`src/rtl/column_projection_segmenter_unit_assert.svh`:
```
// Assertion macros for the column projection segmenter.
// All properties are sampled on the rising clock edge and are off during reset.
`ifndef COLUMN_PROJECTION_SEGMENTER_UNIT_ASSERT_SVH
`define COLUMN_PROJECTION_SEGMENTER_UNIT_ASSERT_SVH

// Consequent must hold in the same cycle as the antecedent.
`define CPSU_ASSERT_SAME(lbl, ante, cons, msg) \
   lbl: assert property (@(posedge clock) disable iff (reset) (ante) |-> (cons)) \
      else $error(msg);

// Consequent must hold in the cycle after the antecedent.
`define CPSU_ASSERT_NEXT(lbl, ante, cons, msg) \
   lbl: assert property (@(posedge clock) disable iff (reset) (ante) |=> (cons)) \
      else $error(msg);

`endif

```
`src/rtl/cpsu_pkg.sv`:
```
`default_nettype none

package cpsu_pkg;

   localparam int MASK_W  = 64;
   localparam int COORD_W = 12;
   localparam int OUT_W   = 13;
   localparam int ROWS_W  = 7;
   localparam int ENC_W   = 6;
   localparam int CSR_W   = 2;

   localparam logic [CSR_W-1:0] CSR_BOX_LEFT = 2'd0;
   localparam logic [CSR_W-1:0] CSR_BOX_TOP  = 2'd1;
   localparam logic [CSR_W-1:0] CSR_BOX_ROWS = 2'd2;

   localparam logic [ROWS_W-1:0] BOX_ROWS_RESET = 7'd64;

   typedef struct packed {
      logic [MASK_W-1:0] column_mask;
      logic              last_column;
   } req_type;

   typedef struct packed {
      logic [OUT_W-1:0]  seg_left;
      logic [OUT_W-1:0]  seg_width;
      logic [OUT_W-1:0]  seg_top;
      logic [ROWS_W-1:0] seg_height;
   } rsp_type;

   // Segment close event from the tracker to the output stage.
   typedef struct packed {
      logic               valid;
      logic [OUT_W-1:0]   width;
      logic [COORD_W-1:0] column;
      logic [MASK_W-1:0]  rows;
   } emit_type;

endpackage

`default_nettype wire

```
`src/rtl/column_projection_segmenter_unit.sv`:
```
// Column projection segmenter: takes one column mask of a box region per
// transaction and reports each run of non-white columns as one result holding
// its left edge, width, and the top and height of its non-white rows. A
// segment closes on the next all-white column or on the column flagged
// last_column; after the last column the block starts a new region. The block
// accepts one column every cycle while the result channel does not stall: a
// column is held in the input register, and its result (if any) is written to
// the output register as the column leaves it, once the output register is
// free. Throughput is limited only by stalls on the result channel. Program
// box_left, box_top and box_rows only while no column is in flight.
`default_nettype none

module column_projection_segmenter_unit #(
   parameter int MAX_ROWS    = 64,
   parameter int MAX_COLUMNS = 4096
) (
   input  wire                              clock,
   input  wire                              reset,
   input  wire                              req_valid,
   output logic                             req_stall,
   input  wire  cpsu_pkg::req_type          req_payload,
   output logic                             rsp_valid,
   input  wire                              rsp_stall,
   output cpsu_pkg::rsp_type                rsp_payload,
   input  wire                              csr_we,
   input  wire  [cpsu_pkg::CSR_W-1:0]       csr_index,
   input  wire  [cpsu_pkg::COORD_W-1:0]     csr_wdata
);

   localparam logic [cpsu_pkg::ROWS_W-1:0] RowLimit = cpsu_pkg::ROWS_W'(MAX_ROWS);

   logic [cpsu_pkg::COORD_W-1:0] box_left_ff, box_top_ff;
   logic [cpsu_pkg::ROWS_W-1:0]  box_rows_ff;

   logic                         s1_valid_ff;
   cpsu_pkg::req_type            s1_req_ff;
   logic                         rsp_valid_ff;
   cpsu_pkg::rsp_type            rsp_payload_ff, rsp_payload_in;

   logic                         out_free, advance;
   logic [cpsu_pkg::ROWS_W-1:0]  rows_used;
   logic [cpsu_pkg::MASK_W-1:0]  row_mask, mask_clip;
   cpsu_pkg::emit_type           emit;
   logic [cpsu_pkg::ENC_W-1:0]   top_row, bottom_row;

   // configuration
   always_ff @(posedge clock) begin
      if (reset) begin
         box_left_ff <= '0;
         box_top_ff  <= '0;
         box_rows_ff <= cpsu_pkg::BOX_ROWS_RESET;
      end else if (csr_we) begin
         case (csr_index)
            cpsu_pkg::CSR_BOX_LEFT: box_left_ff <= csr_wdata;
            cpsu_pkg::CSR_BOX_TOP:  box_top_ff  <= csr_wdata;
            cpsu_pkg::CSR_BOX_ROWS: box_rows_ff <= csr_wdata[cpsu_pkg::ROWS_W-1:0];
            default: ;
         endcase
      end
   end

   // handshake: the input register advances whenever the output register is free
   assign out_free  = !rsp_valid_ff || !rsp_stall;
   assign advance   = s1_valid_ff && out_free;
   assign req_stall = s1_valid_ff && !out_free;

   always_ff @(posedge clock) begin
      if (reset) begin
         s1_valid_ff <= 1'b0;
      end else if (!s1_valid_ff || out_free) begin
         s1_valid_ff <= req_valid;
      end
   end

   always_ff @(posedge clock) begin
      if (req_valid && !req_stall) begin
         s1_req_ff <= req_payload;
      end
   end

   // drop mask bits beyond the rows in use
   always_comb begin
      rows_used = (box_rows_ff > RowLimit) ? RowLimit : box_rows_ff;
      for (int r = 0; r < cpsu_pkg::MASK_W; r++) begin
         row_mask[r] = (cpsu_pkg::ROWS_W'(r) < rows_used);
      end
      mask_clip = s1_req_ff.column_mask & row_mask;
   end

   cpsu_tracker #(
      .MAX_COLUMNS (MAX_COLUMNS)
   ) u_tracker (
      .clock   (clock),
      .reset   (reset),
      .advance (advance),
      .mask    (mask_clip),
      .last    (s1_req_ff.last_column),
      .emit    (emit)
   );

   cpsu_extent u_extent (
      .rows   (emit.rows),
      .top    (top_row),
      .bottom (bottom_row)
   );

   always_comb begin
      rsp_payload_in.seg_left   = cpsu_pkg::OUT_W'(box_left_ff) + cpsu_pkg::OUT_W'(emit.column);
      rsp_payload_in.seg_width  = emit.width;
      rsp_payload_in.seg_top    = cpsu_pkg::OUT_W'(box_top_ff) + cpsu_pkg::OUT_W'(top_row);
      rsp_payload_in.seg_height = cpsu_pkg::ROWS_W'(bottom_row) - cpsu_pkg::ROWS_W'(top_row)
                                  + cpsu_pkg::ROWS_W'(1);
   end

   always_ff @(posedge clock) begin
      if (reset) begin
         rsp_valid_ff <= 1'b0;
      end else if (out_free) begin
         rsp_valid_ff <= advance && emit.valid;
      end
   end

   always_ff @(posedge clock) begin
      if (advance && emit.valid) begin
         rsp_payload_ff <= rsp_payload_in;
      end
   end

   assign rsp_valid   = rsp_valid_ff;
   assign rsp_payload = rsp_payload_ff;

`include "column_projection_segmenter_unit_assert.svh"

   `CPSU_ASSERT_SAME(a_last_dark_emits, advance && s1_req_ff.last_column && (mask_clip != '0),
      emit.valid, "non-white last column produced no segment")
   `CPSU_ASSERT_SAME(a_width_nonzero, rsp_valid_ff, rsp_payload_ff.seg_width != '0,
      "segment width is zero")
   `CPSU_ASSERT_SAME(a_height_range, rsp_valid_ff,
      (rsp_payload_ff.seg_height != '0) && (rsp_payload_ff.seg_height <= RowLimit),
      "segment height out of range")
   `CPSU_ASSERT_NEXT(a_emit_loads_output, advance && emit.valid, rsp_valid_ff,
      "closed segment did not reach the output register")

endmodule

`default_nettype wire

```
`src/rtl/cpsu_tracker.sv`:
```
`default_nettype none

module cpsu_tracker #(
   parameter int MAX_COLUMNS = 4096
) (
   input  wire                              clock,
   input  wire                              reset,
   input  wire                              advance,
   input  wire  [cpsu_pkg::MASK_W-1:0]      mask,
   input  wire                              last,
   output cpsu_pkg::emit_type               emit
);

   localparam int COL_W = (MAX_COLUMNS > 2) ? $clog2(MAX_COLUMNS) : 1;
   localparam logic [COL_W-1:0] ColLimit = COL_W'(MAX_COLUMNS - 1);

   logic                           segment_open_ff, segment_open_in;
   logic [cpsu_pkg::COORD_W-1:0]   open_column_ff, open_column_in;
   logic [COL_W-1:0]               column_index_ff, column_index_in;
   logic [cpsu_pkg::MASK_W-1:0]    row_union_ff, row_union_in;
   logic                           white;
   logic [cpsu_pkg::OUT_W-1:0]     width_raw;

   always_comb begin
      white           = (mask == '0);
      segment_open_in = segment_open_ff;
      open_column_in  = open_column_ff;
      column_index_in = column_index_ff;
      row_union_in    = row_union_ff;
      emit            = '0;
      width_raw       = '0;

      if (!segment_open_ff) begin
         if (!white) begin
            segment_open_in = 1'b1;
            open_column_in  = cpsu_pkg::COORD_W'(column_index_ff);
            row_union_in    = mask;
         end
      end else if (white) begin
         // close on the white column; it is not part of the segment
         emit.valid      = 1'b1;
         emit.column     = open_column_ff;
         emit.rows       = row_union_ff;
         width_raw       = cpsu_pkg::OUT_W'(column_index_ff) - cpsu_pkg::OUT_W'(open_column_ff);
         segment_open_in = 1'b0;
         row_union_in    = '0;
      end else begin
         row_union_in = row_union_ff | mask;
      end

      if (last) begin
         if (segment_open_in && !emit.valid) begin
            emit.valid  = 1'b1;
            emit.column = open_column_in;
            emit.rows   = row_union_in;
            width_raw   = cpsu_pkg::OUT_W'(column_index_ff) - cpsu_pkg::OUT_W'(open_column_in)
                          + cpsu_pkg::OUT_W'(1);
         end
         segment_open_in = 1'b0;
         open_column_in  = '0;
         column_index_in = '0;
         row_union_in    = '0;
      end else if (column_index_ff < ColLimit) begin
         column_index_in = column_index_ff + COL_W'(1);
      end

      // a zero width only comes from a saturated index
      emit.width = (width_raw == '0) ? cpsu_pkg::OUT_W'(1) : width_raw;
   end

   always_ff @(posedge clock) begin
      if (reset) begin
         segment_open_ff <= 1'b0;
         open_column_ff  <= '0;
         column_index_ff <= '0;
         row_union_ff    <= '0;
      end else if (advance) begin
         segment_open_ff <= segment_open_in;
         open_column_ff  <= open_column_in;
         column_index_ff <= column_index_in;
         row_union_ff    <= row_union_in;
      end
   end

endmodule

`default_nettype wire

```
`src/rtl/cpsu_extent.sv`:
```
`default_nettype none

module cpsu_extent (
   input  wire  [cpsu_pkg::MASK_W-1:0] rows,
   output logic [cpsu_pkg::ENC_W-1:0]  top,
   output logic [cpsu_pkg::ENC_W-1:0]  bottom
);

   // Two priority encoders: lowest and highest set row.
   always_comb begin
      top    = '0;
      bottom = '0;
      for (int r = cpsu_pkg::MASK_W - 1; r >= 0; r--) begin
         if (rows[r]) top = cpsu_pkg::ENC_W'(r);
      end
      for (int r = 0; r < cpsu_pkg::MASK_W; r++) begin
         if (rows[r]) bottom = cpsu_pkg::ENC_W'(r);
      end
   end

endmodule

`default_nettype wire
```
`config.mk`:
```
export PLATFORM = sky130hd
export DESIGN_NAME = column_projection_segmenter_unit
export DESIGN_NICKNAME = d
export VERILOG_FILES = /design/src/rtl/cpsu_pkg.sv /design/src/rtl/column_projection_segmenter_unit.sv /design/src/rtl/cpsu_tracker.sv /design/src/rtl/cpsu_extent.sv
export VERILOG_INCLUDE_DIRS = /design/src /design/src/rtl
export SDC_FILE = /design/constraint.sdc
export NUM_CORES = 1
export LEC_CHECK = 0
export ABC_CLOCK_PERIOD_IN_PS = 17100
export BUFFER_PORTS_ARGS = -buffer_cell sky130_fd_sc_hd__buf_2
export CAP_MARGIN = 20
export CORE_MARGIN = 2
export CORE_UTILIZATION = 51
export DETAILED_ROUTE_END_ITERATION = 10
export GPL_TIMING_DRIVEN = 1
export HOLD_SLACK_MARGIN = 0.02
export PLACE_DENSITY = 0.7
export SKIP_LAST_GASP = 1
export SYNTH_ARGS = -nofsm -noshare
export SYNTH_HDL_FRONTEND = slang
export SYNTH_SLANG_ARGS = --single-unit
```
`constraint.sdc`:
```
create_clock -name clock -period 17.1 [get_ports clock]
set_input_delay 1.71 -clock clock [delete_from_list [all_inputs] [get_ports clock]]
set_output_delay 1.71 -clock clock [all_outputs]
set_load 0.005 [all_outputs]
```
==> impl_results.md <==
* Vias per cell at roughly 6.4
* GRT overflow at 0
* Status: finished clean
* Required time of the critical path at 17.46 ns
* Clk root buf: clkbuf_16
* Adder-cell area share of the yosys netlist at 0.0656
* Worst r2r path cells at 23
* RR Endpoint: rsp_payload[20]
* Pwr dens at 86.2 nW/um^2
* #FFs+latches synth at between 200 and 250
* Skew final at 0.0200 ns
* Max H-tree Level at 1
* N_diodes at 0
* CTS resizes at 0
* Hold Violations, Final at 0
* Setup crit start: box_rows_ff[1]
* Post-route ant nets at 0
* Syn_area_per_cell at between 9 and 10 sq um
* Clock latency on the worst-skew pair at 0.55 ns
* Compound-Gate Fraction of Synth Area at 0.248
* # IOs at 132
* Layout net count at 1761
* CTS tree: done
* Leak pwr at between 6 and 7 nW
* Max_slew headroom at 0.310
* Chip Width at 169 um
* Synthesized Nets at 1669
* Area contributors post-synth: edfxtp_1, dfxtp_1, ha_1
* Seq/Total Area, Yosys at 0.417
* R2R setup slack at 9.33 ns
* Chip Height at 169 um
* Main combinational cell family by area after synthesis: compound AO/OA/AOI/OAI gates
* Cells after synthesis at 1517
* Post-CTS setup buffer count at 0
* WL final at 44300 um
* DRC at 0
* Final Max Tran Viols at 0
* First-pass GRT wire length at 68100 um
* IO buf count at 131
* Highest Clock Rate at between 100 and 150 MHz
* Instance area at placement at 14700 sq um
* RSZ-0062 raised after global routing: no
* Setup WS pre-CTS at ~9.5 ns
* P&R area growth vs syn at 12.5%
* Final instance area at 15600 sq um
* Die ar. at 28500 sq um
* HP Class: flip-flop to flip-flop
* Startpoint Class: flip-flop
* Total track usage at 0.307
* Area leader, netlist: edfxtp_1
* Final Wtd Congestion at between 0.9 and 1
* Post-detail-place hpwl at 32900 um
* Crit-path cells: or4_1, o311ai_1, or4bb_1, or4_1, or4_4, nor2_4, nor2_1, buf_4, mux2i_1, ha_1, inv_1, ha_1, inv_1, fa_1, nor2b_1, o21ai_0, a21boi_0, nor3_1, o21ai_1, o41ai_1, or4_1, or4_1, o41ai_2
* Initial antenna violation count at 0
* Slowest-stage cell, CP: or4_1
* Sink Count at 233
* Worst Hold Depth at 2
* Share of layout cells above drive strength 1 at 0.125
* Drt initial violations at 1478
* Drt pass-1 iters at 6
* Synth async-reset ratio at 0
* Actual slew at the worst max-slew pin at a little over 1 ns
* Post-synthesis mux area share at 0.0311
* Maximum vdd ir drop at 0.0762 mV
* Synth Area in XOR/XNOR at 0.0335
* Initial core utilization at 0.517
* Post-synth EDFFs at 111
* Hold-fix buffer count after cts at 0
* Critical Path End: rsp_payload[20]
* Ys Warns at 0
* Worst setup path class: flip-flop to flip-flop
* Min cycle time layout at 7.77 ns
* Setup-violating endpoint count in the final report at 0
* Wire per inst at 22.5 um
* Final setup TNS at 0 ns
* Share of the synthesized area in the top cell type at 0.241
* Synth cell types at ~80
* Commonest register cell after synthesis: dfxtp_1
* Max stage delay on crit path at 0.68 ns
* # fillers at 2389
* Vias in the first global route at 11800
* Crit path top cell by count: or4_1
* Clk buf depth at 3
* Largest net degree at the start of global routing at between 80 and 90
* Core box area at 26800 sq um
* Synthesized area at 13800 sq um
* Final cycle utilization of the critical path at 0.454
* Routed via count at 12500
* Worst-path clk slew at around 0.06 ns
* CP max FO at 30
* Num CTS Buffers at 26
* RR Startpoint: box_rows_ff[1]
* CP endpoint kind: flip-flop
* PnR worst setup slack at between 9 and 10 ns
* Max Cap Viol at 0
* Critical Path AT at 8.13 ns
* Post-Synth Simple-Gate Area at 0.167
* FP Rows at 60
## flip-flops by register name (all words and copies together) (netlist names), 7 cells and up
register / flops
s1_req_ff: 65
u_tracker.row_union_ff: 64
rsp_payload: 46
box_left_ff: 12
box_top_ff: 12
u_tracker.column_index_ff: 12
u_tracker.open_column_ff: 12
box_rows_ff: 7
## cells in the mapped netlist, types with 5 or more instances
cell         n
a21oi_1    103
a211o_1      5
o2111ai_1    7
xor2_1      26
a211oi_1    12
or3_1        9
a2111oi_0    6
nand2_1    105
nand2b_1    16
a21boi_0    18
o21ai_0     93
mux2i_1     43
o211ai_1    12
or4_1       11
nor2b_1     12
xnor2_1     27
edfxtp_1   111
nor3_1      19
a2bb2oi_1   21
o21a_1      24
o22ai_1      5
nand3_1     33
o21bai_1    13
a22oi_1     48
a21o_1      20
fa_1         5
o31ai_1      8
o41ai_1      8
nand4_1     24
and3_1      16
nor2_1     197
a22o_1      16
inv_1       50
a32oi_1     13
dfxtp_1    122
nor4_1       9
ha_1        63
o211a_1      7
a31oi_1     14
o221ai_1     8
and2_1       5
clkbuf_1    70
buf_1        8
## how the worst min path moves through the flow
stage,start,endpoint,slack (ns)
6_report,u_tracker.row_union_ff[36],u_tracker.row_union_ff[36],0.45
5_1_grt,u_tracker.row_union_ff[52],u_tracker.row_union_ff[52],0.48
4_1_cts,u_tracker.row_union_ff[52],u_tracker.row_union_ff[52],0.46
3_5_place_dp,u_tracker.row_union_ff[36],u_tracker.row_union_ff[36],0.45
3_3_place_gp,u_tracker.row_union_ff[52],u_tracker.row_union_ff[52],0.44
2_1_floorplan,u_tracker.row_union_ff[36],u_tracker.row_union_ff[36],0.43
## cells by family after synthesis
logic type      count (synthesis)
compound gates                498
flops                         233
fa+ha+maj                      70
simple gates                  486
buf+inv                       134
mux                            43
xor+xnor                       53
## per-layer routing
metal | GRT usage | part of all wire
met5 | 0 | 0
met4 | 0.110 | 0.039
met3 | 0.0409 | 0.071
met2 | 0.505 | 0.46
met1 | 0.417 | 0.43
## worst max-delay path, delay by kind of cell, from the launching register on
kind            cells  cell delay, ns
fa+ha+maj           3            0.81
compound gates      6            1.37
buf+inv             3            0.35
mux                 1            0.21
flops               1            0.63
simple gates       10            4.20
## cell type report
cell class | instances | area (sq um) | area share
Sequential cell | 233 | 5780 | 0.371
Clock inverter | 10 | 76.3 | 0.00490
Multi-Input combinational cell | 1150 | 7580 | 0.487
Inverter | 50 | 188 | 0.0120
Timing Repair Buffer | 148 | 787 | 0.0505
Tap cell | 341 | 427 | 0.0274
Clock buffer | 36 | 739 | 0.0475
## cell usage in the layout, fill, tap and decap left out, types with 18 or more instances in the layout
cell type  Yosys  routed
ha_1          63      63
dfxtp_1      122     121
xor2_1        26      26
edfxtp_1     111     111
a2bb2oi_1     21      21
nand3_1       33      33
buf_2          4     130
inv_1         50      50
nand2_1      105     105
a22oi_1       48      48
a21boi_0      18      18
nor3_1        19      19
o21ai_0       93      93
o21a_1        24      24
a21oi_1      103     101
nor2_1       197     197
a21o_1        20      19
clkbuf_16      0      27
xnor2_1       27      27
nand4_1       24      24
mux2i_1       43      43
## metrics by stage
stage          std cells  hold slack, ns  total power, W   util
2_1_floorplan       1517           0.431        0.000741      -
3_3_place_gp        1920           0.441        0.000805  0.550
3_5_place_dp        1920           0.446        0.000806  0.550
4_1_cts             1966           0.456         0.00135  0.581
5_1_grt             1968           0.481         0.00139  0.581
6_report            1968           0.455         0.00134  0.581
## where the power goes
group	internal [W]	switching [W]
registers	0.000608	0.0000160
clock network	0.000315	0.000228
logic	0.0000595	0.000117
Note: power is estimated with default switching activity, not from simulation.
